<file path="src/design/mml_ntp_pkg.sv">
// ----------------------------------------------------------------------------
// mml_ntp_pkg
// Shared types and constants of the music-macro note token parser.
// ----------------------------------------------------------------------------
package mml_ntp_pkg;

  // configuration register indexes
  localparam int unsigned CfgIdxW = 2;
  localparam int unsigned CfgDataW = 10;
  localparam logic [CfgIdxW-1:0] CFG_TEMPO    = 2'd0;
  localparam logic [CfgIdxW-1:0] CFG_DEF_LEN  = 2'd1;
  localparam logic [CfgIdxW-1:0] CFG_BASE_OCT = 2'd2;

  localparam logic [9:0] TEMPO_RST    = 10'd120;
  localparam logic [6:0] DEF_LEN_RST  = 7'd4;
  localparam logic [3:0] BASE_OCT_RST = 4'd4;
  localparam logic [9:0] MIN_TEMPO    = 10'd4;

  localparam logic [15:0] MS_PER_MIN = 16'd60000;
  localparam logic [15:0] LEN_SAT    = 16'hFFFF;

  // divider
  localparam int unsigned DivW = 16;
  localparam logic [3:0] DIV_LAST_STEP = 4'(DivW - 1);

  // command queue
  localparam int unsigned FifoDepth = 4;
  localparam int unsigned FifoAw = $clog2(FifoDepth);
  localparam int unsigned FifoCw = $clog2(FifoDepth + 1);

  typedef enum logic [1:0] {
    KIND_NOTE = 2'd0,
    KIND_REST = 2'd1,
    KIND_END  = 2'd2
  } kind_e;

  typedef enum logic [1:0] {
    ACC_NONE  = 2'd0,
    ACC_SHARP = 2'd1,
    ACC_FLAT  = 2'd2
  } acc_e;

  typedef struct packed {
    kind_e       kind;
    logic [2:0]  letter;
    acc_e        acc;
    logic [15:0] len;
    logic        last;
  } cmd_t;

  typedef struct packed {
    logic [9:0] tempo;
    logic [6:0] def_len;
    logic [3:0] base_oct;
  } cfg_t;

  typedef struct packed {
    logic            start;
    logic [DivW-1:0] dividend;
    logic [DivW-1:0] divisor;
  } div_req_t;

  typedef struct packed {
    logic            done;
    logic [DivW-1:0] quotient;
  } div_rsp_t;

endpackage

</file>
<file path="src/design/mml_ntp_if.sv">
// ----------------------------------------------------------------------------
// mml_ntp_if
// Valid/ready channels for text bytes in and token events out.
// ----------------------------------------------------------------------------
interface mml_ntp_in_if;
  logic       valid;
  logic       ready;
  logic [7:0] text_byte;
  logic       end_of_text;

  modport source (output valid, output text_byte, output end_of_text, input ready);
  modport sink (input valid, input text_byte, input end_of_text, output ready);
endinterface

interface mml_ntp_out_if;
  logic        valid;
  logic        ready;
  logic [1:0]  event_kind;
  logic [2:0]  letter_code;
  logic        sharp_mark;
  logic        flat_mark;
  logic [6:0]  tone_idx;
  logic [15:0] duration_ms;
  logic        last_of_run;

  modport source (
    output valid, output event_kind, output letter_code, output sharp_mark,
    output flat_mark, output tone_idx, output duration_ms, output last_of_run,
    input ready
  );
  modport sink (
    input valid, input event_kind, input letter_code, input sharp_mark,
    input flat_mark, input tone_idx, input duration_ms, input last_of_run,
    output ready
  );
endinterface

</file>
<file path="src/design/mml_ntp_front.sv">
// ----------------------------------------------------------------------------
// mml_ntp_front
// Byte classifier and token tracker; queues up to three commands per byte.
// ----------------------------------------------------------------------------
module mml_ntp_front import mml_ntp_pkg::*; (
  input  logic         clk_i,
  input  logic         rst_ni,
  mml_ntp_in_if.sink   in_if,
  output logic         push_o,
  output cmd_t         push_cmd_o,
  input  logic         full_i
);

  typedef enum logic [2:0] {
    PH_IDLE   = 3'b001,
    PH_LETTER = 3'b010,
    PH_DIGITS = 3'b100
  } phase_e;

  localparam logic [7:0] CH_PLUS  = 8'h2B;
  localparam logic [7:0] CH_HASH  = 8'h23;
  localparam logic [7:0] CH_MINUS = 8'h2D;
  localparam logic [7:0] CH_ZERO  = 8'h30;
  localparam logic [7:0] CH_NINE  = 8'h39;
  localparam logic [7:0] CH_UP_A  = 8'h41;
  localparam logic [7:0] CH_UP_G  = 8'h47;
  localparam logic [7:0] CH_UP_P  = 8'h50;
  localparam logic [7:0] CH_UP_R  = 8'h52;
  localparam logic [7:0] CH_LO_A  = 8'h61;
  localparam logic [7:0] CH_LO_Z  = 8'h7A;
  localparam logic [7:0] CASE_GAP = 8'h20;

  phase_e      phase_q, phase_d;
  logic [2:0]  letter_q, letter_d;
  logic        rest_q, rest_d;
  acc_e        acc_q, acc_d;
  logic [15:0] len_q, len_d;
  cmd_t        slot_q [3];
  cmd_t        slot_d [3];
  logic [2:0]  slot_v_q, slot_v_d;

  logic        accept;
  logic [7:0]  byte_up;
  logic        is_digit;
  logic        is_acc;
  logic        is_letter;
  logic        is_rest;
  logic        consumed;
  logic [19:0] len_mul;

  function automatic cmd_t make_cmd(input logic rest, input logic [2:0] letter,
                                    input acc_e acc, input logic [15:0] len);
    cmd_t c;
    c.kind   = rest ? KIND_REST : KIND_NOTE;
    c.letter = letter;
    c.acc    = acc;
    c.len    = len;
    c.last   = 1'b0;
    return c;
  endfunction

  assign in_if.ready = ~(|slot_v_q);
  assign accept      = in_if.valid & in_if.ready;

  assign byte_up   = (in_if.text_byte >= CH_LO_A && in_if.text_byte <= CH_LO_Z) ?
                     in_if.text_byte - CASE_GAP : in_if.text_byte;
  assign is_digit  = in_if.text_byte >= CH_ZERO && in_if.text_byte <= CH_NINE;
  assign is_acc    = in_if.text_byte == CH_PLUS || in_if.text_byte == CH_HASH ||
                     in_if.text_byte == CH_MINUS;
  assign is_letter = byte_up >= CH_UP_A && byte_up <= CH_UP_G;
  assign is_rest   = byte_up == CH_UP_R || byte_up == CH_UP_P;
  assign len_mul   = {4'd0, len_q} * 20'd10 + {16'd0, in_if.text_byte[3:0]};

  // drain the slots in order, one transfer into the queue per cycle while the queue is not full
  always_comb begin
    push_o     = 1'b0;
    push_cmd_o = slot_q[2];
    if (slot_v_q[0]) begin
      push_cmd_o = slot_q[0];
    end else if (slot_v_q[1]) begin
      push_cmd_o = slot_q[1];
    end
    if (|slot_v_q && !full_i) begin
      push_o = 1'b1;
    end
  end

  always_comb begin
    phase_d  = phase_q;
    letter_d = letter_q;
    rest_d   = rest_q;
    acc_d    = acc_q;
    len_d    = len_q;
    slot_d   = slot_q;
    slot_v_d = slot_v_q;
    consumed = 1'b0;

    if (push_o) begin
      if (slot_v_q[0]) begin
        slot_v_d[0] = 1'b0;
      end else if (slot_v_q[1]) begin
        slot_v_d[1] = 1'b0;
      end else begin
        slot_v_d[2] = 1'b0;
      end
    end

    if (accept) begin
      if (phase_q == PH_LETTER && is_acc) begin
        acc_d    = (in_if.text_byte == CH_MINUS) ? ACC_FLAT : ACC_SHARP;
        phase_d  = PH_DIGITS;
        consumed = 1'b1;
      end else if (phase_q != PH_IDLE && is_digit) begin
        len_d    = (|len_mul[19:16]) ? LEN_SAT : len_mul[15:0];
        phase_d  = PH_DIGITS;
        consumed = 1'b1;
      end else if (phase_q != PH_IDLE) begin
        slot_d[0]      = make_cmd(rest_q, letter_q, acc_q, len_q);
        slot_d[0].last = ~in_if.end_of_text;
        slot_v_d[0]    = 1'b1;
        phase_d        = PH_IDLE;
        letter_d       = 3'd0;
        rest_d         = 1'b0;
        acc_d          = ACC_NONE;
        len_d          = 16'd0;
      end

      if (!consumed && (is_letter || is_rest)) begin
        phase_d  = is_letter ? PH_LETTER : PH_DIGITS;
        letter_d = is_letter ? 3'(byte_up - CH_UP_A) : 3'd0;
        rest_d   = is_rest;
        acc_d    = ACC_NONE;
        len_d    = 16'd0;
      end

      // end of text flushes the token still open, then the end marker
      if (in_if.end_of_text) begin
        if (phase_d != PH_IDLE) begin
          slot_d[1]   = make_cmd(rest_d, letter_d, acc_d, len_d);
          slot_v_d[1] = 1'b1;
        end
        slot_d[2]        = make_cmd(1'b0, 3'd0, ACC_NONE, 16'd0);
        slot_d[2].kind   = KIND_END;
        slot_d[2].last   = 1'b1;
        slot_v_d[2]      = 1'b1;
        phase_d          = PH_IDLE;
        letter_d         = 3'd0;
        rest_d           = 1'b0;
        acc_d            = ACC_NONE;
        len_d            = 16'd0;
      end
    end
  end

  always_ff @(posedge clk_i or negedge rst_ni) begin
    if (!rst_ni) begin
      phase_q  <= PH_IDLE;
      letter_q <= 3'd0;
      rest_q   <= 1'b0;
      acc_q    <= ACC_NONE;
      len_q    <= 16'd0;
      slot_v_q <= 3'b000;
    end else begin
      phase_q  <= phase_d;
      letter_q <= letter_d;
      rest_q   <= rest_d;
      acc_q    <= acc_d;
      len_q    <= len_d;
      slot_v_q <= slot_v_d;
    end
  end

  always_ff @(posedge clk_i) begin
    slot_q <= slot_d;
  end

`ifndef SYNTHESIS
  a_flush_has_end : assert property (@(posedge clk_i) disable iff (!rst_ni)
    slot_v_q[1] |-> slot_v_q[2])
    else $error("flushed token queued without end marker");

  a_eot_queues_end : assert property (@(posedge clk_i) disable iff (!rst_ni)
    (accept && in_if.end_of_text) |=> (slot_v_q[2] && phase_q == PH_IDLE))
    else $error("end of text did not queue end marker and return to idle");

  a_rest_no_letter : assert property (@(posedge clk_i) disable iff (!rst_ni)
    rest_q |-> (letter_q == 3'd0 && acc_q == ACC_NONE))
    else $error("rest token carries letter or accidental");
`endif

endmodule

</file>
<file path="src/design/mml_ntp_fifo.sv">
// ----------------------------------------------------------------------------
// mml_ntp_fifo
// Short command queue between the byte front end and the event back end.
// ----------------------------------------------------------------------------
module mml_ntp_fifo import mml_ntp_pkg::*; (
  input  logic clk_i,
  input  logic rst_ni,
  input  logic push_i,
  input  cmd_t cmd_i,
  output logic full_o,
  input  logic pop_i,
  output cmd_t head_o,
  output logic empty_o
);

  cmd_t              mem_q [FifoDepth];
  logic [FifoAw-1:0] wr_ptr_q, rd_ptr_q;
  logic [FifoCw-1:0] count_q;
  logic              do_push, do_pop;

  assign full_o  = count_q == FifoCw'(FifoDepth);
  assign empty_o = count_q == '0;
  assign head_o  = mem_q[rd_ptr_q];
  assign do_push = push_i & ~full_o;
  assign do_pop  = pop_i & ~empty_o;

  always_ff @(posedge clk_i or negedge rst_ni) begin
    if (!rst_ni) begin
      wr_ptr_q <= '0;
      rd_ptr_q <= '0;
      count_q  <= '0;
    end else begin
      if (do_push) begin
        wr_ptr_q <= wr_ptr_q + 1'b1;
      end
      if (do_pop) begin
        rd_ptr_q <= rd_ptr_q + 1'b1;
      end
      if (do_push && !do_pop) begin
        count_q <= count_q + 1'b1;
      end else if (do_pop && !do_push) begin
        count_q <= count_q - 1'b1;
      end
    end
  end

  always_ff @(posedge clk_i) begin
    if (do_push) begin
      mem_q[wr_ptr_q] <= cmd_i;
    end
  end

endmodule

</file>
<file path="src/design/mml_ntp_div.sv">
// ----------------------------------------------------------------------------
// mml_ntp_div
// Restoring divider, one quotient bit per cycle.
// ----------------------------------------------------------------------------
module mml_ntp_div import mml_ntp_pkg::*; (
  input  logic     clk_i,
  input  logic     rst_ni,
  input  div_req_t req_i,
  output div_rsp_t rsp_o
);

  logic            busy_q;
  logic            done_q;
  logic [3:0]      step_q;
  logic [DivW-1:0] rem_q;
  logic [DivW-1:0] quo_q;
  logic [DivW-1:0] dsr_q;
  logic [DivW:0]   shifted;
  logic            ge;

  assign shifted = {rem_q, quo_q[DivW-1]};
  assign ge      = shifted >= {1'b0, dsr_q};

  assign rsp_o.done     = done_q;
  assign rsp_o.quotient = quo_q;

  always_ff @(posedge clk_i or negedge rst_ni) begin
    if (!rst_ni) begin
      busy_q <= 1'b0;
      done_q <= 1'b0;
      step_q <= 4'd0;
    end else begin
      done_q <= 1'b0;
      if (req_i.start) begin
        busy_q <= 1'b1;
        step_q <= 4'd0;
      end else if (busy_q) begin
        step_q <= step_q + 4'd1;
        if (step_q == DIV_LAST_STEP) begin
          busy_q <= 1'b0;
          done_q <= 1'b1;
        end
      end
    end
  end

  always_ff @(posedge clk_i) begin
    if (req_i.start) begin
      rem_q <= '0;
      quo_q <= req_i.dividend;
      dsr_q <= req_i.divisor;
    end else if (busy_q) begin
      // remainder stays below the divisor, so the low bits carry it
      rem_q <= ge ? DivW'(shifted - {1'b0, dsr_q}) : shifted[DivW-1:0];
      quo_q <= {quo_q[DivW-2:0], ge};
    end
  end

endmodule

</file>
<file path="src/design/mml_ntp_back.sv">
// ----------------------------------------------------------------------------
// mml_ntp_back
// Turns queued commands into events: note index, two divisions for duration.
// ----------------------------------------------------------------------------
module mml_ntp_back import mml_ntp_pkg::*; (
  input  logic          clk_i,
  input  logic          rst_ni,
  input  cfg_t          cfg_i,
  input  cmd_t          head_i,
  input  logic          empty_i,
  output logic          pop_o,
  output div_req_t      div_req_o,
  input  div_rsp_t      div_rsp_i,
  mml_ntp_out_if.source out_if
);

  typedef enum logic [3:0] {
    S_IDLE = 4'b0001,
    S_DIV1 = 4'b0010,
    S_DIV2 = 4'b0100,
    S_HOLD = 4'b1000
  } state_e;

  state_e      state_q, state_d;
  cmd_t        cur_q;
  logic [6:0]  idx_q;
  logic [15:0] dur_q;
  logic        out_v_q;
  logic [1:0]  out_kind_q;
  logic [2:0]  out_letter_q;
  logic        out_sharp_q;
  logic        out_flat_q;
  logic [6:0]  out_idx_q;
  logic [15:0] out_dur_q;
  logic        out_last_q;

  logic [9:0]  tempo_eff;
  logic [15:0] len_eff;
  logic        load_out;

  function automatic logic [6:0] tone_idx_of(input logic [2:0] letter, input acc_e acc,
                                             input logic [3:0] oct_in);
    logic signed [8:0] semi;
    logic signed [8:0] oct;
    logic signed [8:0] idx;
    unique case (letter)
      3'd0:    semi = 9'sd9;
      3'd1:    semi = 9'sd11;
      3'd2:    semi = 9'sd0;
      3'd3:    semi = 9'sd2;
      3'd4:    semi = 9'sd4;
      3'd5:    semi = 9'sd5;
      3'd6:    semi = 9'sd7;
      default: semi = 9'sd9;
    endcase
    oct = $signed({5'd0, oct_in});
    if (acc == ACC_SHARP) begin
      semi = semi + 9'sd1;
    end else if (acc == ACC_FLAT) begin
      semi = semi - 9'sd1;
    end
    // accidental wrap moves the octave, but never down below 1 or up above 8
    if (semi < 9'sd0) begin
      semi = semi + 9'sd12;
      if (oct > 9'sd1) begin
        oct = oct - 9'sd1;
      end
    end
    if (semi >= 9'sd12) begin
      semi = semi - 9'sd12;
      if (oct < 9'sd8) begin
        oct = oct + 9'sd1;
      end
    end
    idx = oct * 9'sd12 + semi - 9'sd21;
    if (idx < 9'sd0) begin
      idx = 9'sd0;
    end else if (idx > 9'sd86) begin
      idx = 9'sd86;
    end
    return idx[6:0];
  endfunction

  assign tempo_eff = (cfg_i.tempo < MIN_TEMPO) ? MIN_TEMPO : cfg_i.tempo;
  assign len_eff   = (cur_q.len != 16'd0) ? cur_q.len :
                     (cfg_i.def_len == 7'd0) ? 16'd1 : {9'd0, cfg_i.def_len};

  assign pop_o    = (state_q == S_IDLE) && !empty_i;
  assign load_out = (state_q == S_HOLD) && (!out_v_q || out_if.ready);

  // quarter note first, then scale by four and divide by the length
  always_comb begin
    div_req_o.start    = 1'b0;
    div_req_o.dividend = MS_PER_MIN;
    div_req_o.divisor  = {6'd0, tempo_eff};
    if (pop_o && head_i.kind != KIND_END) begin
      div_req_o.start = 1'b1;
    end else if (state_q == S_DIV1 && div_rsp_i.done) begin
      div_req_o.start    = 1'b1;
      div_req_o.dividend = {div_rsp_i.quotient[13:0], 2'b00};
      div_req_o.divisor  = len_eff;
    end
  end

  always_comb begin
    state_d = state_q;
    unique case (state_q)
      S_IDLE: begin
        if (pop_o) begin
          state_d = (head_i.kind == KIND_END) ? S_HOLD : S_DIV1;
        end
      end
      S_DIV1: begin
        if (div_rsp_i.done) begin
          state_d = S_DIV2;
        end
      end
      S_DIV2: begin
        if (div_rsp_i.done) begin
          state_d = S_HOLD;
        end
      end
      S_HOLD: begin
        if (load_out) begin
          state_d = S_IDLE;
        end
      end
      default: state_d = S_IDLE;
    endcase
  end

  always_ff @(posedge clk_i or negedge rst_ni) begin
    if (!rst_ni) begin
      state_q <= S_IDLE;
      out_v_q <= 1'b0;
    end else begin
      state_q <= state_d;
      if (load_out) begin
        out_v_q <= 1'b1;
      end else if (out_if.ready) begin
        out_v_q <= 1'b0;
      end
    end
  end

  always_ff @(posedge clk_i) begin
    if (pop_o) begin
      cur_q <= head_i;
      idx_q <= (head_i.kind == KIND_NOTE) ?
               tone_idx_of(head_i.letter, head_i.acc, cfg_i.base_oct) : 7'd0;
      dur_q <= 16'd0;
    end else if (state_q == S_DIV2 && div_rsp_i.done) begin
      dur_q <= div_rsp_i.quotient;
    end
    if (load_out) begin
      out_kind_q   <= cur_q.kind;
      out_letter_q <= cur_q.letter;
      out_sharp_q  <= cur_q.acc == ACC_SHARP;
      out_flat_q   <= cur_q.acc == ACC_FLAT;
      out_idx_q    <= idx_q;
      out_dur_q    <= dur_q;
      out_last_q   <= cur_q.last;
    end
  end

  assign out_if.valid       = out_v_q;
  assign out_if.event_kind  = out_kind_q;
  assign out_if.letter_code = out_letter_q;
  assign out_if.sharp_mark  = out_sharp_q;
  assign out_if.flat_mark   = out_flat_q;
  assign out_if.tone_idx    = out_idx_q;
  assign out_if.duration_ms = out_dur_q;
  assign out_if.last_of_run = out_last_q;

`ifndef SYNTHESIS
  a_done_in_div : assert property (@(posedge clk_i) disable iff (!rst_ni)
    div_rsp_i.done |-> (state_q == S_DIV1 || state_q == S_DIV2))
    else $error("divider finished outside a division phase");

  a_end_zero : assert property (@(posedge clk_i) disable iff (!rst_ni)
    (out_v_q && out_kind_q == KIND_END) |-> (out_dur_q == 16'd0 && out_idx_q == 7'd0))
    else $error("end marker with nonzero fields");

  a_rest_zero : assert property (@(posedge clk_i) disable iff (!rst_ni)
    (out_v_q && out_kind_q == KIND_REST) |-> (out_idx_q == 7'd0 && out_letter_q == 3'd0))
    else $error("rest with note index or letter");
`endif

endmodule

</file>
<file path="src/design/mml_note_token_parser_unit.sv">
// ----------------------------------------------------------------------------
// mml_note_token_parser_unit
// Music-macro text parser: bytes in, note/rest/end events with durations out.
// ----------------------------------------------------------------------------
// channel   dir  handshake           payload
// in_if     in   valid/ready         text_byte, end_of_text
// out_if    out  valid/ready         event_kind .. last_of_run
// cfg       in   cfg_we_i (no wait)  cfg_idx_i, cfg_data_i
//
// the front end takes no new byte until every event queued for the last one
// has gone into the queue; each note or rest in the back end needs two
// 16-step divisions on the shared divider (quarter note, then by length)
// an end marker skips the divider; a 4-entry queue lets bytes run ahead
// reset is asynchronous; no memory, nothing to clear after reset
// ----------------------------------------------------------------------------
module mml_note_token_parser_unit import mml_ntp_pkg::*; (
  input  logic                clk_i,
  input  logic                rst_ni,
  mml_ntp_in_if.sink          in_if,
  mml_ntp_out_if.source       out_if,
  input  logic                cfg_we_i,
  input  logic [CfgIdxW-1:0]  cfg_idx_i,
  input  logic [CfgDataW-1:0] cfg_data_i
);

  logic [9:0] tempo_q;
  logic [6:0] def_len_q;
  logic [3:0] base_oct_q;
  cfg_t       cfg;

  logic     push;
  cmd_t     push_cmd;
  logic     full;
  logic     pop;
  cmd_t     head;
  logic     empty;
  div_req_t div_req;
  div_rsp_t div_rsp;

  always_ff @(posedge clk_i or negedge rst_ni) begin
    if (!rst_ni) begin
      tempo_q    <= TEMPO_RST;
      def_len_q  <= DEF_LEN_RST;
      base_oct_q <= BASE_OCT_RST;
    end else if (cfg_we_i) begin
      case (cfg_idx_i)
        CFG_TEMPO:    tempo_q    <= cfg_data_i;
        CFG_DEF_LEN:  def_len_q  <= cfg_data_i[6:0];
        CFG_BASE_OCT: base_oct_q <= cfg_data_i[3:0];
        default: ;
      endcase
    end
  end

  assign cfg.tempo    = tempo_q;
  assign cfg.def_len  = def_len_q;
  assign cfg.base_oct = base_oct_q;

  mml_ntp_front u_front (
    .clk_i      (clk_i),
    .rst_ni     (rst_ni),
    .in_if      (in_if),
    .push_o     (push),
    .push_cmd_o (push_cmd),
    .full_i     (full)
  );

  mml_ntp_fifo u_fifo (
    .clk_i   (clk_i),
    .rst_ni  (rst_ni),
    .push_i  (push),
    .cmd_i   (push_cmd),
    .full_o  (full),
    .pop_i   (pop),
    .head_o  (head),
    .empty_o (empty)
  );

  mml_ntp_div u_div (
    .clk_i  (clk_i),
    .rst_ni (rst_ni),
    .req_i  (div_req),
    .rsp_o  (div_rsp)
  );

  mml_ntp_back u_back (
    .clk_i     (clk_i),
    .rst_ni    (rst_ni),
    .cfg_i     (cfg),
    .head_i    (head),
    .empty_i   (empty),
    .pop_o     (pop),
    .div_req_o (div_req),
    .div_rsp_i (div_rsp),
    .out_if    (out_if)
  );

endmodule
</file>
<file path="src/flat_wrapper.sv">
// flat-port wrapper written by rule: the top's interface ports become plain ports
module mml_note_token_parser_unit_flat import mml_ntp_pkg::*;
  (clk_i, rst_ni, cfg_we_i, cfg_idx_i, cfg_data_i, in_if_valid, in_if_text_byte, in_if_end_of_text, in_if_ready, out_if_valid, out_if_event_kind, out_if_letter_code, out_if_sharp_mark, out_if_flat_mark, out_if_tone_idx, out_if_duration_ms, out_if_last_of_run, out_if_ready);
  mml_ntp_in_if in_if_i ();
  mml_ntp_out_if out_if_i ();
  input  logic clk_i;
  input  logic rst_ni;
  input  logic cfg_we_i;
  input  logic [CfgIdxW-1:0] cfg_idx_i;
  input  logic [CfgDataW-1:0] cfg_data_i;
  input wire logic [$bits(in_if_i.valid)-1:0] in_if_valid;
  input wire logic [$bits(in_if_i.text_byte)-1:0] in_if_text_byte;
  input wire logic [$bits(in_if_i.end_of_text)-1:0] in_if_end_of_text;
  output wire logic [$bits(in_if_i.ready)-1:0] in_if_ready;
  output wire logic [$bits(out_if_i.valid)-1:0] out_if_valid;
  output wire logic [$bits(out_if_i.event_kind)-1:0] out_if_event_kind;
  output wire logic [$bits(out_if_i.letter_code)-1:0] out_if_letter_code;
  output wire logic [$bits(out_if_i.sharp_mark)-1:0] out_if_sharp_mark;
  output wire logic [$bits(out_if_i.flat_mark)-1:0] out_if_flat_mark;
  output wire logic [$bits(out_if_i.tone_idx)-1:0] out_if_tone_idx;
  output wire logic [$bits(out_if_i.duration_ms)-1:0] out_if_duration_ms;
  output wire logic [$bits(out_if_i.last_of_run)-1:0] out_if_last_of_run;
  input wire logic [$bits(out_if_i.ready)-1:0] out_if_ready;
  assign in_if_i.valid = in_if_valid;
  assign in_if_i.text_byte = in_if_text_byte;
  assign in_if_i.end_of_text = in_if_end_of_text;
  assign in_if_ready = in_if_i.ready;
  assign out_if_valid = out_if_i.valid;
  assign out_if_event_kind = out_if_i.event_kind;
  assign out_if_letter_code = out_if_i.letter_code;
  assign out_if_sharp_mark = out_if_i.sharp_mark;
  assign out_if_flat_mark = out_if_i.flat_mark;
  assign out_if_tone_idx = out_if_i.tone_idx;
  assign out_if_duration_ms = out_if_i.duration_ms;
  assign out_if_last_of_run = out_if_i.last_of_run;
  assign out_if_i.ready = out_if_ready;
  mml_note_token_parser_unit u_core (.clk_i(clk_i), .rst_ni(rst_ni), .in_if(in_if_i), .out_if(out_if_i), .cfg_we_i(cfg_we_i), .cfg_idx_i(cfg_idx_i), .cfg_data_i(cfg_data_i));
endmodule
</file>
<file path="config.mk">
export PLATFORM = sky130hd
export DESIGN_NAME = mml_note_token_parser_unit_flat
export DESIGN_NICKNAME = d
export VERILOG_FILES = /design/src/design/mml_ntp_pkg.sv /design/src/design/mml_ntp_if.sv /design/src/design/mml_ntp_front.sv /design/src/design/mml_ntp_fifo.sv /design/src/design/mml_ntp_div.sv /design/src/design/mml_ntp_back.sv /design/src/design/mml_note_token_parser_unit.sv /design/src/flat_wrapper.sv
export SDC_FILE = /design/constraint.sdc
export NUM_CORES = 1
export LEC_CHECK = 0
export ABC_AREA = 1
export CAP_MARGIN = 20
export CORE_MARGIN = 5
export CORE_UTILIZATION = 50
export DETAILED_ROUTE_END_ITERATION = 6
export DONT_BUFFER_PORTS = 1
export GPL_TIMING_DRIVEN = 0
export PLACE_DENSITY_LB_ADDON = 0.15
export SYNTH_ARGS = -nofsm -noshare
export SYNTH_HDL_FRONTEND = slang
export SYNTH_SLANG_ARGS = --single-unit
</file>
<file path="constraint.sdc">
create_clock -name clk_i -period 7.5 [get_ports clk_i]
set_input_delay 0.375 -clock clk_i [delete_from_list [all_inputs] [get_ports clk_i]]
set_output_delay 0.375 -clock clk_i [all_outputs]
set_load 0.02 [all_outputs]
</file>
After elaboration in Yosys (flattened, before gate mapping)

Memory sizes are Yosys's and may differ from the RTL's.
Cells that the tools add are included.

Bits in registers: 240
Latch bits: 0
Memory bits (writable): 96
ROM bits: 0
Input port bits: 26
Output and inout bits: 33
Memories: 1

Memory list:

| memory              | depth | bits a word | read ports | clocked after Yosys merged registers in | write ports | RTL line           | text |
|---|---|---|---|---|---|---|---|
| u_core.u_fifo.mem_q | 4     | 24          | 1          | 0                                       | 1           | mml_ntp_fifo.sv:16 | `cmd_t mem_q [FifoDepth];` |

$add $sub $neg: 17
Multipliers: 2
Divide/modulo/power cells: 0
$lt $le $gt $ge: 14
Eq/ne operators: 32
Shifts and indexed selects: 0
Muxes and demuxes: 94
Bitwise operators: 11
Reduce and logical (&&, ||, !) cells: 44

Operators with widths:

| operator                | number |
|---|---|
| $mux W16                | 10 |
| $mux W9                 | 14 |
| $mux W3                 | 17 |
| $mux W24                | 2 |
| $mux W33                | 1 |
| $mux W32                | 1 |
| $mux W1                 | 28 |
| $mux W4                 | 7 |
| $eq A8 B6 Y1 const B    | 3 |
| $pmux W4 S6             | 1 |
| $add A20 B4 Y20         | 1 |
| $mul A16 B3 Y19 const B | 1 |
| $add A9 B2 Y9 const B   | 2 |
| $lt A9 B1 Y1 const B    | 2 |
| $ge A17 B16 Y1          | 1 |
| $eq A8 B7 Y1 const B    | 2 |
| $ge A8 B7 Y1 const B    | 2 |
| $le A8 B7 Y1 const B    | 2 |
| $mux W2                 | 8 |
| $pmux W4 S4             | 1 |
| $reduce_bool A16 Y1     | 1 |
| $sub A16 B16 Y16        | 1 |
| $logic_and A1 B1 Y1     | 14 |
| $mux W7                 | 2 |
| other kinds (47)        | 90 |

Logic depth before layout (Yosys ltp)

Word-level depth: 20
Gate-level depth with buffers: 41
Depth with buffers taken out: 40

Modules after synthesis

From an unflattened synthesis, not the netlist that was laid out.

Cell total of the unflattened synthesis: 2055
Area total of the unflattened synthesis: 18442.7 um^2

Modules (own cells, without submodules):

| module                     | instances | cells an instance | area each (um^2) | seq. area each (um^2) |
|---|---|---|---|---|
| mml_ntp_front              | 1         | 684               | 5223.8           | 2053.2 |
| mml_ntp_back               | 1         | 498               | 4697.0           | 2308.5 |
| mml_ntp_fifo               | 1         | 341               | 4345.4           | 3057.9 |
| mml_ntp_div                | 1         | 437               | 3291.9           | 1431.4 |
| mml_note_token_parser_unit | 1         | 95                | 884.6            | 533.0 |

Worst setup path before layout

No wires, ideal clock.

Path type: register to register
Start: register u_core.u_fifo.rd_ptr_q[0]
End: register u_core.u_back.idx_q[1] (data pin)
Library setup time: 0.261 ns
Data arrival time: 5.556 ns
Data required time: 7.239 ns
Slack: 1.683 ns
Stages on the path, launching flop included: 37
Clock period less this slack: 5.817 ns
Path through: dfrtp_1 -> buf_4 -> nand2_1 -> inv_2 -> o31ai_4 -> inv_1 -> o21ai_0 -> ha_1 -> nand2_4 -> xor2_1 -> nand2_1 -> nand2_1 -> ha_1 -> inv_1 -> o21a_2 -> ha_1 -> nand2_1 -> o21ai_4 -> nand3_1 -> nand2_1 -> nand2_1 -> ha_1 -> ha_1 -> inv_1 -> fa_1 -> ha_1 -> inv_1 -> ha_1 -> inv_1 -> o21bai_1 -> nand2_1 -> nand2_1 -> a21oi_1 -> xor2_1 -> nand3b_1 -> nand3_1 -> a21oi_1

RTL lines:

| what                   | RTL line            | text |
|---|---|---|
| start, declared        | mml_ntp_fifo.sv:17  | `logic [FifoAw-1:0] wr_ptr_q, rd_ptr_q;` |
| start signal, assigned | mml_ntp_fifo.sv:37  | `rd_ptr_q <= rd_ptr_q + 1'b1;` |
| end signal, assigned   | mml_ntp_back.sv:149 | `idx_q <= (head_i.kind == KIND_NOTE) ?` |
| end, declared          | mml_ntp_back.sv:26  | `logic [6:0] idx_q;` |

==> results.yml <==
grt:
  grt_pass1_vias: 12000
  grt_pass1_wl_mm: 58.9
  grt_usage_pct: 18.5
  overflow: 0
  grt_max_degree: 68
  antenna_found_initial: 0
placement:
  place_hpwl_mm: 26.5
  numPortBuffers: 0
  place_area_um2: 17900
  gp_congestion: 0.865
setup_path:
  crit_slowest_cell: "dfrtp_1"
  arrival_ns: 6.80
  max_stage_delay_ns: 0.45
  critPathTopFamily: "adder cells"
  end_kind: "register"
  cp_num_buf_inv: 7
  worstReg2RegStart: "u_core.u_fifo.rd_ptr_q[0]$_DFFE_PN0P_"
  start_kind: "register"
  critPathKind: "reg2reg"
  path_max_fanout: 10
  r2r_end: "u_core.u_back.idx_q[1]$_SDFFCE_PP0P_"
  cpMostUsedCell: "nand2_1"
  reg2reg_slack_ns: 1.05
  cp_data_required_time_ns: 7.84
  worst-r2r-cell-count: 36
clock_tree:
  clock_latency_ns: 0.51
  numCtsBuffers: 36
  cts_tree: "built"
  htree_levels: 2
  clk_pin_slew_worst_paths_ns: 0.06
  cts-root-buf: "clkbuf_16"
  hold_buffers: 7
  cts_resized: 0
  cts_buffer_depth: 3
  clkSinkCount: 334
  post_cts_buffers: 0
yosys:
  synth.yosys.warnings: 0
  async_flop_share_pct: 20.1
  syn_area_per_cell_um2: 9.59
  synth_cell_types: 60
  synth-edff-count: 235
  synth.net_count: 1911
  ys_seq_area_share_pct: 54.7
  synth_flop_cell: "edfxtp_1"
  syn_inst: 1789
  ys_ff_latch: 334
  synth_area_um2: 17200
outcome:
  status: "finished, final reports clean"
sta:
  rsz0062_at_grt: "no"
  slew_viol_final: 0
  final.setup_skew_ns: 0.0119
  fmax_mhz: 155
  setup_viol: 0
  fin_tns_setup_ns: 0
  period_share_pct: 86.1
  hold_viol_final: 0
  max_slew_margin_pct: 41.6
  worst_pin_slew_ns: 0.875
  min_period_ns: 6.45
drt:
  dr.pass1.iters: 5
  drc: 0
  via_per_inst: 5.20
  postRouteAntennaNets: 0
  wl_per_cell_um: 15.4
  drt_iter0_markers: 666
  num_vias: 12000
  wl_mm: 35.6
flow_run:
  maxCapViolations: 0
final_layout:
  final_layout_size_suffix_gt1_share_pct: 9.37
  final_nets: 1963
  syn2layout_area_growth_pct: 11.8
  n_antenna_cell: 0
  finish.instance_area_um2: 19200
die:
  start_util_pct: 50.9
  die_area_um2: 38100
  coreArea_um2: 33700
  io-pin-count: 59
  die_x_um: 195
  die_y_um: 195
  rows: 67
worst_hold_path:
  min-delay-start: "cfg_data_i[5]"
  min_to: "u_core.tempo_q[5]$_DFFE_PN1P_"
  hold_path.class: "in2reg"
  min_path_cells: 2
==> state kept, by name, indices dropped and copies added (netlist names), 4 cells and up <==
signal and cells:
u_core.u_div.dsr_q 16, u_core.u_div.quo_q 16, u_core.u_front.len_q 16, u_core.u_back.idx_q 7, u_core.u_back.cur_q 24, u_core.def_len_q 7, u_core.u_div.rem_q 16, u_core.u_div.step_q 4
u_core.tempo_q 10, u_core.u_back.state_q 4, u_core.u_fifo.mem_q 96, u_core.u_back.out_if.tone_idx 7, u_core.u_back.out_if.duration_ms 16, u_core.u_back.dur_q 16, u_core.base_oct_q 4, u_core.u_front.slot_q 45
==> cells in the final DEF, fill, tap and decap left out, types with 8 or more instances in the layout <==
master       n
a21oi_1     74
a22o_1      22
buf_2       10
clkbuf_1    41
clkbuf_16   37
dfrtp_1     59
dfstp_2      8
dfxtp_1     32
edfxtp_1   235
ha_1        90
inv_1      203
inv_2       15
nand2_1    387
nand2_2     25
nand3_1    116
nand3b_1     8
nand4_1     16
nor2_1     154
nor2_2      10
nor3_1      12
nor4_1       9
o21ai_0    100
o21ai_1      8
o22ai_1     27
or2_2       12
xnor2_1     16
xor2_1      28
==> worst max-delay path by stage <==
| stage | startpoint | depth (start not counted) | end |
|---|---|---|---|
| 2_1_floorplan | u_core.u_fifo.rd_ptr_q[0]$_DFFE_PN0P_ | 36 | u_core.u_back.idx_q[1]$_SDFFCE_PP0P_ |
| 3_3_place_gp | u_core.u_fifo.rd_ptr_q[0]$_DFFE_PN0P_ | 36 | u_core.u_back.idx_q[2]$_SDFFCE_PP0P_ |
| 3_5_place_dp | u_core.u_fifo.rd_ptr_q[0]$_DFFE_PN0P_ | 36 | u_core.u_back.idx_q[1]$_SDFFCE_PP0P_ |
| 4_1_cts | u_core.u_fifo.rd_ptr_q[0]$_DFFE_PN0P_ | 36 | u_core.u_back.idx_q[1]$_SDFFCE_PP0P_ |
| 5_1_grt | u_core.u_fifo.rd_ptr_q[0]$_DFFE_PN0P_ | 36 | u_core.u_back.idx_q[1]$_SDFFCE_PP0P_ |
| 6_report | u_core.u_fifo.rd_ptr_q[0]$_DFFE_PN0P_ | 36 | u_core.u_back.idx_q[1]$_SDFFCE_PP0P_ |
==> per-stage QoR <==
step | std cells | setup WS, ns | utilization, % | hold WS, ns
after floorplan | 1789 | 1.68 | - | 0.0794
after CTS | 2315 | 1.01 | 56.9 | 0.0372
after global routing | 2315 | 0.385 | 56.9 | 0.0619
after detailed placement | 2244 | 1.09 | 53.1 | 0.0825
final | 2315 | 1.05 | 56.9 | 0.0469
after global placement | 2237 | 1.19 | 52.6 | 0.0829
==> logic make-up (layout without fill, tap and decap cells) <==
logic type,after synthesis,after routing,share of synthesized area [%]
simple gates,770,770,19.7
flops,334,334,54.7
compound gates,271,271,9.51
buf+inv,265,343,6.02
fa+ha+maj,96,96,7.26
xor+xnor,45,45,2.34
mux,8,8,0.503
==> Yosys cell counts (5+ instances only) <==
| cell | n | area [um^2] |
|---|---|---|
| a21oi_1 | 74 | 370 |
| a22o_1 | 22 | 193 |
| and2_1 | 5 | 31.3 |
| buf_2 | 10 | 50.1 |
| clkbuf_1 | 31 | 116 |
| dfrtp_1 | 59 | 1480 |
| dfstp_2 | 8 | 210 |
| dfxtp_1 | 32 | 641 |
| edfxtp_1 | 235 | 7060 |
| fa_1 | 6 | 120 |
| ha_1 | 90 | 1130 |
| inv_1 | 203 | 762 |
| inv_2 | 15 | 56.3 |
| mux2_2 | 5 | 56.3 |
| nand2_1 | 387 | 1450 |
| nand2_2 | 25 | 156 |
| nand3_1 | 116 | 581 |
| nand3b_1 | 8 | 60.1 |
| nand4_1 | 16 | 100 |
| nor2_1 | 161 | 604 |
| nor2_2 | 5 | 31.3 |
| nor2_4 | 5 | 56.3 |
| nor3_1 | 12 | 60.1 |
| nor4_1 | 9 | 56.3 |
| o21ai_0 | 100 | 500 |
| o21ai_1 | 8 | 40.0 |
| o21bai_1 | 5 | 37.5 |
| o22ai_1 | 27 | 169 |
| o31ai_1 | 5 | 37.5 |
| or2_2 | 12 | 75.1 |
| xnor2_1 | 16 | 140 |
| xor2_1 | 28 | 245 |
==> per-layer routing <==
layer | global-route usage [%] | up-vias | routed length, um
li1 | - | 6146 | -
met1 | 22.7 | 5640 | 15500
met2 | 34.5 | 207 | 18100
met3 | 2.64 | 53 | 1250
met4 | 4.42 | 0 | 737
met5 | 0 | - | 0
==> worst register-to-register path: cells and delay by family, from the launching register on <==
kind	cells	cell delay (ns)
buf+inv	7	0.59
xor+xnor	2	0.41
fa+ha+maj	8	2.21
compound gates	7	1.50
flops	1	0.45
simple gates	12	1.11
==> final cells by class <==
type                    count  area [um^2]
fillers                  2906        14500
flip-flops and latches    334         9380
multi-input cells        1190         6770
clock buffers              54         1050
inverters                 218          818
well taps                 448          561
repair buffers             14          230
plain buffers              47          216
clock inverters            10          153
Power is not shown: default switching activity piles up to over one toggle a cycle in this logic, so the estimate is an artifact.
